--- src/rtl/assert_macros.svh ---
// Assertion macros shared by the event log RTL.
`ifndef ASSERT_MACROS_SVH
`define ASSERT_MACROS_SVH

// Property checked on every rising clk edge outside reset.
`define ELRB_ASSERT(label, prop, msg) \
  label: assert property (@(posedge clk) disable iff (!rst_n) (prop)) else $error(msg);

// Implication checked on every rising clk edge outside reset.
`define ELRB_ASSERT_IMPL(label, ante, cons, msg) \
  label: assert property (@(posedge clk) disable iff (!rst_n) (ante) |-> (cons)) \
    else $error(msg);

`endif

--- src/rtl/elrb_pkg.sv ---
// Types, constants and helpers of the event log ring buffer.
package elrb_pkg;

  localparam int LOG_DEPTH   = 16;
  localparam int ENTRY_WIDTH = 64;
  localparam int PTR_W       = (LOG_DEPTH > 1) ? $clog2(LOG_DEPTH) : 1;
  localparam int CNT_W       = $clog2(LOG_DEPTH + 1);
  localparam int PADDR_W     = 3;

  localparam logic [PADDR_W-1:0] ADDR_LOG_ENABLED = 3'd0;
  localparam logic [PADDR_W-1:0] ADDR_LOG_MODE    = 3'd4;

  localparam logic MODE_OVERWRITE = 1'b0;
  localparam logic MODE_DISCARD   = 1'b1;

  typedef enum logic [1:0] {
    REQ_ADD   = 2'd0,
    REQ_CLEAR = 2'd1,
    REQ_DUMP  = 2'd2
  } req_t;

  typedef enum logic [2:0] {
    ST_STORED     = 3'd0,
    ST_OVERWROTE  = 3'd1,
    ST_DROPPED    = 3'd2,
    ST_DISABLED   = 3'd3,
    ST_CLEARED    = 3'd4,
    ST_DUMP_ENTRY = 3'd5,
    ST_DUMP_EMPTY = 3'd6
  } status_t;

  typedef enum logic [1:0] {
    FSM_IDLE = 2'b01,
    FSM_DUMP = 2'b10
  } fsm_t;

  typedef struct packed {
    logic [1:0]  req_type;
    logic [63:0] entry_data;
  } in_item_t;

  typedef struct packed {
    logic [2:0]  status;
    logic [63:0] entry_out;
    logic [4:0]  entries_held;
    logic [15:0] overflows;
    logic        log_full;
    logic        last;
  } out_item_t;

  function automatic logic [PTR_W-1:0] next_ptr(input logic [PTR_W-1:0] ptr);
    logic [PTR_W-1:0] res;
    if (ptr == PTR_W'(LOG_DEPTH - 1)) res = '0;
    else res = ptr + PTR_W'(1);
    return res;
  endfunction

endpackage

--- src/rtl/elrb_ram.sv ---
// Generic single-write, single-read RAM with registered read data.
module elrb_ram #(
  parameter int WIDTH = 64,
  parameter int DEPTH = 16
) (
  input  logic                    clk,
  input  logic                    we,
  input  logic [((DEPTH > 1) ? $clog2(DEPTH) : 1)-1:0] waddr,
  input  logic [WIDTH-1:0]        wdata,
  input  logic                    re,
  input  logic [((DEPTH > 1) ? $clog2(DEPTH) : 1)-1:0] raddr,
  output logic [WIDTH-1:0]        rdata
);

  logic [WIDTH-1:0] mem [DEPTH];
  logic [WIDTH-1:0] rdata_r;

  always_ff @(posedge clk) begin
    if (we) begin
      mem[waddr] <= wdata;
    end
    if (re) begin
      rdata_r <= mem[raddr];
    end
  end

  assign rdata = rdata_r;

endmodule

--- src/rtl/event_log_ring_buffer.sv ---
// Top level of the event log ring buffer.
//
// Requests enter on in_valid/in_ready with in_item (req_type, entry_data);
// results leave on out_valid/out_ready with out_item. Add, clear, a dump of
// an empty or disabled log and a disabled add each give one result in the
// cycle after the request is taken. A dump of N entries gives N results,
// oldest first, the first in the cycle after acceptance and then one per
// cycle while the output slot is free, set by the single read port of the
// entry RAM; the next request is taken once the last entry read has been
// issued. Request code 3 is taken and gives no result.
// When the receiver stalls, the output register and the RAM read register
// hold the pending result and no new read or request is taken until it
// leaves. Reset (rst_n, synchronous) empties the log, zeroes the overflow
// count, enables logging in overwrite mode; the entry RAM is not cleared,
// since a dump reads only entries written since the last clear.
// Registers on the APB port: log_enabled at 0x0, log_mode at 0x4.
`include "assert_macros.svh"

module event_log_ring_buffer
  import elrb_pkg::*;
(
  input  logic               clk,
  input  logic               rst_n,
  input  logic               in_valid,
  output logic               in_ready,
  input  in_item_t           in_item,
  output logic               out_valid,
  input  logic               out_ready,
  output out_item_t          out_item,
  input  logic               psel,
  input  logic               penable,
  input  logic               pwrite,
  input  logic [PADDR_W-1:0] paddr,
  input  logic [31:0]        pwdata,
  output logic [31:0]        prdata,
  output logic               pready
);

  fsm_t             state_r, state_nxt;
  logic [PTR_W-1:0] wp_r, wp_nxt;
  logic [CNT_W-1:0] count_r, count_nxt;
  logic             full_r, full_nxt;
  logic [15:0]      ovf_r, ovf_nxt;
  logic [PTR_W-1:0] rd_ptr_r, rd_ptr_nxt;
  logic [CNT_W-1:0] remain_r, remain_nxt;
  logic             out_valid_r, out_valid_nxt;
  logic             from_ram_r, from_ram_nxt;
  out_item_t        meta_r, meta_nxt;
  logic             log_enabled_r, log_mode_r;

  logic             slot_free, in_fire, cfg_write;
  logic             emit;
  status_t          emit_status;
  logic             emit_last;
  logic             ram_we, ram_re;
  logic [PTR_W-1:0] ram_raddr, dump_start;
  logic [ENTRY_WIDTH-1:0] ram_rdata;

  // Configuration port
  assign pready    = 1'b1;
  assign cfg_write = psel && penable && pwrite && pready;

  always_ff @(posedge clk) begin
    if (!rst_n) begin
      log_enabled_r <= 1'b1;
      log_mode_r    <= MODE_OVERWRITE;
    end else if (cfg_write) begin
      if (paddr[2] == ADDR_LOG_MODE[2]) log_mode_r <= pwdata[0];
      else log_enabled_r <= pwdata[0];
    end
  end

  always_comb begin
    prdata = '0;
    if (paddr[2] == ADDR_LOG_MODE[2]) prdata[0] = log_mode_r;
    else prdata[0] = log_enabled_r;
  end

  // Request handling
  assign slot_free  = !out_valid_r || out_ready;
  assign in_ready   = (state_r == FSM_IDLE) && slot_free;
  assign in_fire    = in_valid && in_ready;
  assign dump_start = full_r ? wp_r : '0;

  always_comb begin
    state_nxt     = state_r;
    wp_nxt        = wp_r;
    count_nxt     = count_r;
    full_nxt      = full_r;
    ovf_nxt       = ovf_r;
    rd_ptr_nxt    = rd_ptr_r;
    remain_nxt    = remain_r;
    out_valid_nxt = out_valid_r && !out_ready;
    from_ram_nxt  = from_ram_r;
    meta_nxt      = meta_r;
    emit          = 1'b0;
    emit_status   = ST_STORED;
    emit_last     = 1'b1;
    ram_we        = 1'b0;
    ram_re        = 1'b0;
    ram_raddr     = rd_ptr_r;

    if (in_fire) begin
      case (req_t'(in_item.req_type))
        REQ_ADD: begin
          emit = 1'b1;
          if (!log_enabled_r) begin
            emit_status = ST_DISABLED;
          end else if (full_r && log_mode_r == MODE_DISCARD) begin
            if (ovf_r != '1) ovf_nxt = ovf_r + 16'd1;
            emit_status = ST_DROPPED;
          end else begin
            emit_status = full_r ? ST_OVERWROTE : ST_STORED;
            if (full_r && ovf_r != '1) ovf_nxt = ovf_r + 16'd1;
            ram_we = 1'b1;
            wp_nxt = next_ptr(wp_r);
            if (count_r < CNT_W'(LOG_DEPTH)) begin
              count_nxt = count_r + CNT_W'(1);
              full_nxt  = (count_r + CNT_W'(1)) == CNT_W'(LOG_DEPTH);
            end
          end
        end
        REQ_CLEAR: begin
          emit        = 1'b1;
          emit_status = ST_CLEARED;
          wp_nxt      = '0;
          count_nxt   = '0;
          full_nxt    = 1'b0;
          ovf_nxt     = '0;
        end
        REQ_DUMP: begin
          emit = 1'b1;
          if (!log_enabled_r) begin
            emit_status = ST_DISABLED;
          end else if (count_r == '0) begin
            emit_status = ST_DUMP_EMPTY;
          end else begin
            emit_status = ST_DUMP_ENTRY;
            emit_last   = (count_r == CNT_W'(1));
            ram_re      = 1'b1;
            ram_raddr   = dump_start;
            rd_ptr_nxt  = next_ptr(dump_start);
            remain_nxt  = count_r - CNT_W'(1);
            if (count_r != CNT_W'(1)) state_nxt = FSM_DUMP;
          end
        end
        default: begin
        end
      endcase
    end else if (state_r == FSM_DUMP && slot_free) begin
      // one stored entry per cycle while the output slot is free
      emit        = 1'b1;
      emit_status = ST_DUMP_ENTRY;
      emit_last   = (remain_r == CNT_W'(1));
      ram_re      = 1'b1;
      rd_ptr_nxt  = next_ptr(rd_ptr_r);
      remain_nxt  = remain_r - CNT_W'(1);
      if (remain_r == CNT_W'(1)) state_nxt = FSM_IDLE;
    end

    if (emit) begin
      out_valid_nxt         = 1'b1;
      from_ram_nxt          = (emit_status == ST_DUMP_ENTRY);
      meta_nxt.status       = emit_status;
      meta_nxt.entry_out    = '0;
      meta_nxt.entries_held = 5'(count_nxt);
      meta_nxt.overflows    = ovf_nxt;
      meta_nxt.log_full     = full_nxt;
      meta_nxt.last         = emit_last;
    end
  end

  always_ff @(posedge clk) begin
    if (!rst_n) begin
      state_r     <= FSM_IDLE;
      wp_r        <= '0;
      count_r     <= '0;
      full_r      <= 1'b0;
      ovf_r       <= '0;
      rd_ptr_r    <= '0;
      remain_r    <= '0;
      out_valid_r <= 1'b0;
      from_ram_r  <= 1'b0;
    end else begin
      state_r     <= state_nxt;
      wp_r        <= wp_nxt;
      count_r     <= count_nxt;
      full_r      <= full_nxt;
      ovf_r       <= ovf_nxt;
      rd_ptr_r    <= rd_ptr_nxt;
      remain_r    <= remain_nxt;
      out_valid_r <= out_valid_nxt;
      from_ram_r  <= from_ram_nxt;
    end
  end

  always_ff @(posedge clk) begin
    meta_r <= meta_nxt;
  end

  // Read data register doubles as the entry field of the output slot
  elrb_ram #(
    .WIDTH(ENTRY_WIDTH),
    .DEPTH(LOG_DEPTH)
  ) u_entry_ram (
    .clk  (clk),
    .we   (ram_we),
    .waddr(wp_r),
    .wdata(in_item.entry_data[ENTRY_WIDTH-1:0]),
    .re   (ram_re),
    .raddr(ram_raddr),
    .rdata(ram_rdata)
  );

  always_comb begin
    out_item           = meta_r;
    out_item.entry_out = from_ram_r ? 64'(ram_rdata) : 64'd0;
  end

  assign out_valid = out_valid_r;

  `ELRB_ASSERT(a_full_tracks_count, full_r == (count_r == CNT_W'(LOG_DEPTH)), "full flag and count disagree")
  `ELRB_ASSERT(a_count_in_range, count_r <= CNT_W'(LOG_DEPTH), "entry count beyond depth")
  `ELRB_ASSERT_IMPL(a_dump_has_work, state_r == FSM_DUMP, remain_r != '0, "dump state with nothing left")
  `ELRB_ASSERT_IMPL(a_read_into_free_slot, ram_re, slot_free && !ram_we, "RAM read while output slot busy")

endmodule

--- config.mk ---
export PLATFORM = sky130hd
export DESIGN_NAME = event_log_ring_buffer
export DESIGN_NICKNAME = d
export VERILOG_FILES = /design/src/rtl/elrb_pkg.sv /design/src/rtl/elrb_ram.sv /design/src/rtl/event_log_ring_buffer.sv
export VERILOG_INCLUDE_DIRS = /design/src /design/src/rtl
export SDC_FILE = /design/constraint.sdc
export NUM_CORES = 1
export LEC_CHECK = 0
export BUFFER_PORTS_ARGS = -buffer_cell sky130_fd_sc_hd__buf_2
export CELL_PAD_IN_SITES_DETAIL_PLACEMENT = 1
export CELL_PAD_IN_SITES_GLOBAL_PLACEMENT = 1
export CORE_MARGIN = 10
export CORE_UTILIZATION = 40
export DETAILED_ROUTE_END_ITERATION = 10
export PLACE_DENSITY = 0.64
export RECOVER_POWER = 100
export SLEW_MARGIN = 15
export SYNTH_ARGS = -nofsm -noshare
export SYNTH_HDL_FRONTEND = slang
export SYNTH_HIERARCHICAL = 1
export SYNTH_SLANG_ARGS = --single-unit
--- constraint.sdc ---
create_clock -name clk -period 9 [get_ports clk]
set_clock_uncertainty 0.2 [all_clocks]
set_input_delay 0.45 -clock clk [delete_from_list [all_inputs] [get_ports clk]]
set_output_delay 0.45 -clock clk [all_outputs]
set_load 0.05 [all_outputs]
==> results.cfg <==
[timing]
fin_setup_tns_ns = 0
setup_viol = 0
rsz0062_at_grt = false
fmax_ghz = 0.145
final.period_utilization = 0.764
tightest_slew_ns = 3.94
timing.final.hold_violations = 0
slew_headroom = -1.62
period_needed_ns = 6.88
slew_viol_final = 800

[cells_and_area]
multi_input_area_mm2 = 0.00942
drive_gt1_frac = 0.210
seq_area_mm2 = 0.0343
fillers = 10300
syn_to_final_growth_pct = 15.3
nets = 2554

[grt]
antenna_found_initial = 11
grt_pass1_wl_um = 161000
grt_overflow = 0
grt_max_degree = 117
grt_pass1_vias = 23600
track_usage = 0.173

[outcome]
status = finished with violations
failed_checks = max-capacitance violations, max-slew violations

[critical_path]
reg2reg_from = state_r[0]$_SDFFE_PN1P_
path_cells = nor2b_1, nand3_1, nor3_1, or3b_2, nor2_4, clkbuf_1, clkbuf_2
cp_max_fo = 34
start_kind = flop
critPathKind = reg -> reg
crit_path_end_kind = flop
cp_slowest_stage_delay_ns = 2.05
cp_top_family = buffers and inverters
cpMaxStageDelayCell = clkbuf_1
arrival_ns = 6.95
cp_num_buf_inv = 2
crit_path_start = state_r[0]$_SDFFE_PN1P_
required_ns = 9.07

[floorplan]
die-area_mm2 = 0.125
core-area_mm2 = 0.111
start_util = 0.402
io_pins = 233
num_rows = 122
fp.dieW_um = 353
chipHeight_um = 353

[cts]
cts-hold-fix-buffers = 71
insertion_delay_ns = 0.71
cts_setup_buffers = 0
clk_path_buf_depth = 3
cts_buffers = 116
clk_pin_slew_ns = 0.06
cts-resized-gates = 0
cts_tree = built
cts.sinks = 1155
cts_max_level = 3
root_buffer = clkbuf_16

[detailed_routing]
totalWireLength_um = 110000
first_iter_violations = 1939
drc = 0
drt-pass1-iter-count = 5
antenna_left = 0
vias_per_cell = 5.47
route.vias.total = 22000
wire_per_inst_um = 27.4

[synth]
synth_compound_gate_area_share = 0.0313
synthMuxAreaShare = 0.131
synthArstFlopShare = 0
yosys_warnings = 6
synth-edff-count = 1114
ys.flop_type = edfxtp_1
synthAdderAreaFrac = 0.00338
netlist_instances = 2139
yosysUniqueCellTypes = 59
synth_top_area_frac = 0.753
synth-xor-area-share = 0.00355
synth.avg_cell_area_um2 = 20.8
yosys-top-cells-area = edfxtp_1, mux4_2, a22oi_1
synth_top_family_by_area = multiplexers
ys_ff_latch = 1155
synth-simple-area-share = 0.0392
ys_seq_area_frac = 0.772
synth_area_mm2 = 0.0444
yosysTopAreaCell = edfxtp_1

[worst_hold_path]
min-delay-start = in_item[64]
hp-class = in -> reg

[pwr]
ir_worst_vdd_mv = 0.168
total_power_w = 0.0111
p_per_area_mw_per_mm2 = 217
power.leakage_nw = 15.8

[placement]
hpwl_um = 57300
gp_congestion = 0.731
io_buffers = 167

[run]
drv_cap = 24
layer usage:
layer	part of all wire	vias to the layer above	track usage
li1	-	9345	-
met1	0.42	11800	0.232
met2	0.50	703	0.290
met3	0.057	163	0.0312
met4	0.022	10	0.0455
met5	0.00060	-	0
area by class of cell:
type | count | share of cell area
timing repair buffer | 288 | 0.0338
multi-input combinational | 855 | 0.184
clock buffer | 133 | 0.0583
clock inverter | 82 | 0.0166
antenna | 8 | 0.000391
sequential | 1155 | 0.669
inverter | 18 | 0.00134
tap | 1488 | 0.0364
path summary, 6_finish.rpt:
check	end	slack [ns]	cells past startpoint
setup / recovery	u_entry_ram/mem[3][20]$_DFFE_PP_	2.12	7
hold reg to reg	remain_r[1]$_SDFFE_PN0P_	0.26	2
hold / removal	count_r[4]$_SDFF_PN0_	0.09	2
setup reg to reg	u_entry_ram/mem[3][20]$_DFFE_PP_	2.12	7
cell usage in the layout (no fill, tap or decap), types with 20 or more instances in the layout:
cell type      Yosys  final
dfxtp_1           41     40
edfxtp_1        1114   1114
nand3_1           18     20
nand2_1          103    103
nor2_1            63     55
conb_1             2     32
buf_2             22     61
mux4_2           256    256
a22oi_1          130    130
clkbuf_1          54    143
and2_0             0     58
dlygate4sd3_1      0     71
buf_4             38     25
clkbuf_16          0    117
clkinv_1           0     32
o21ai_0           22     21
report_power, final:
| part | total, W | switching [W] | internal (W) |
|---|---|---|---|
| combinational | 0.000353 | 0.000243 | 0.000110 |
| clock | 0.00482 | 0.00204 | 0.00278 |
| sequential | 0.00593 | 0.00000921 | 0.00592 |
cells in the mapped netlist (2+ instances only):
library cell	number
edfxtp_1	1114
mux4_2	256
a22oi_1	130
nand2_1	103
and2_1	75
nor2_1	63
clkbuf_1	54
dfxtp_1	41
buf_4	38
buf_2	22
o21ai_0	22
a21oi_1	19
nor3_1	19
nand3_1	18
inv_1	17
buf_6	15
xnor2_1	13
buf_1	12
ha_1	12
a31oi_1	9
nor2b_1	8
nand4_1	6
and3_1	5
nand2b_1	5
xor2_1	5
mux2i_1	4
nand4b_1	4
nor3b_1	4
nand3b_1	3
nor4_2	3
nor4b_1	3
o211ai_1	3
a311oi_1	2
and4_1	2
conb_1	2
nand3_2	2
nor4_1	2
o21a_1	2
o22ai_1	2
kinds of logic (layout without fill, tap and decap cells):
family,Yosys count,after routing
xor gates and xnor gates,18,18
buffers and inverters,159,521
AOI/OAI and AO/OA,198,198
muxes,261,261
DFF,1155,1155
other,2,40
adders and majority gates,12,12
and+or+nand+nor,334,334
sequential cells by signal, indices dropped and copies added, names as in the netlist, 4 cells and up:
name               count
out_item              26
wp_r                   4
u_entry_ram/rdata     64
remain_r               5
ovf_r                 16
rd_ptr_r               4
count_r                5
u_entry_ram/mem     1024
through the flow:
step | hold WS, ns | setup WS, ns | area [um2] | util | cells
after floorplan | 0.232 | 1.93 | 44500 | - | 2169
final | 0.0852 | 2.12 | 51200 | 0.463 | 4027
after global routing | 0.0795 | 1.80 | 51200 | 0.463 | 4021
after detailed placement | 0.260 | 3.98 | 47000 | 0.425 | 3733
after global placement | 0.248 | 4.11 | 47000 | 0.425 | 3733
after CTS | 0.0484 | 4.01 | 51500 | 0.466 | 4019
Note: power is estimated with default switching activity, not from simulation.
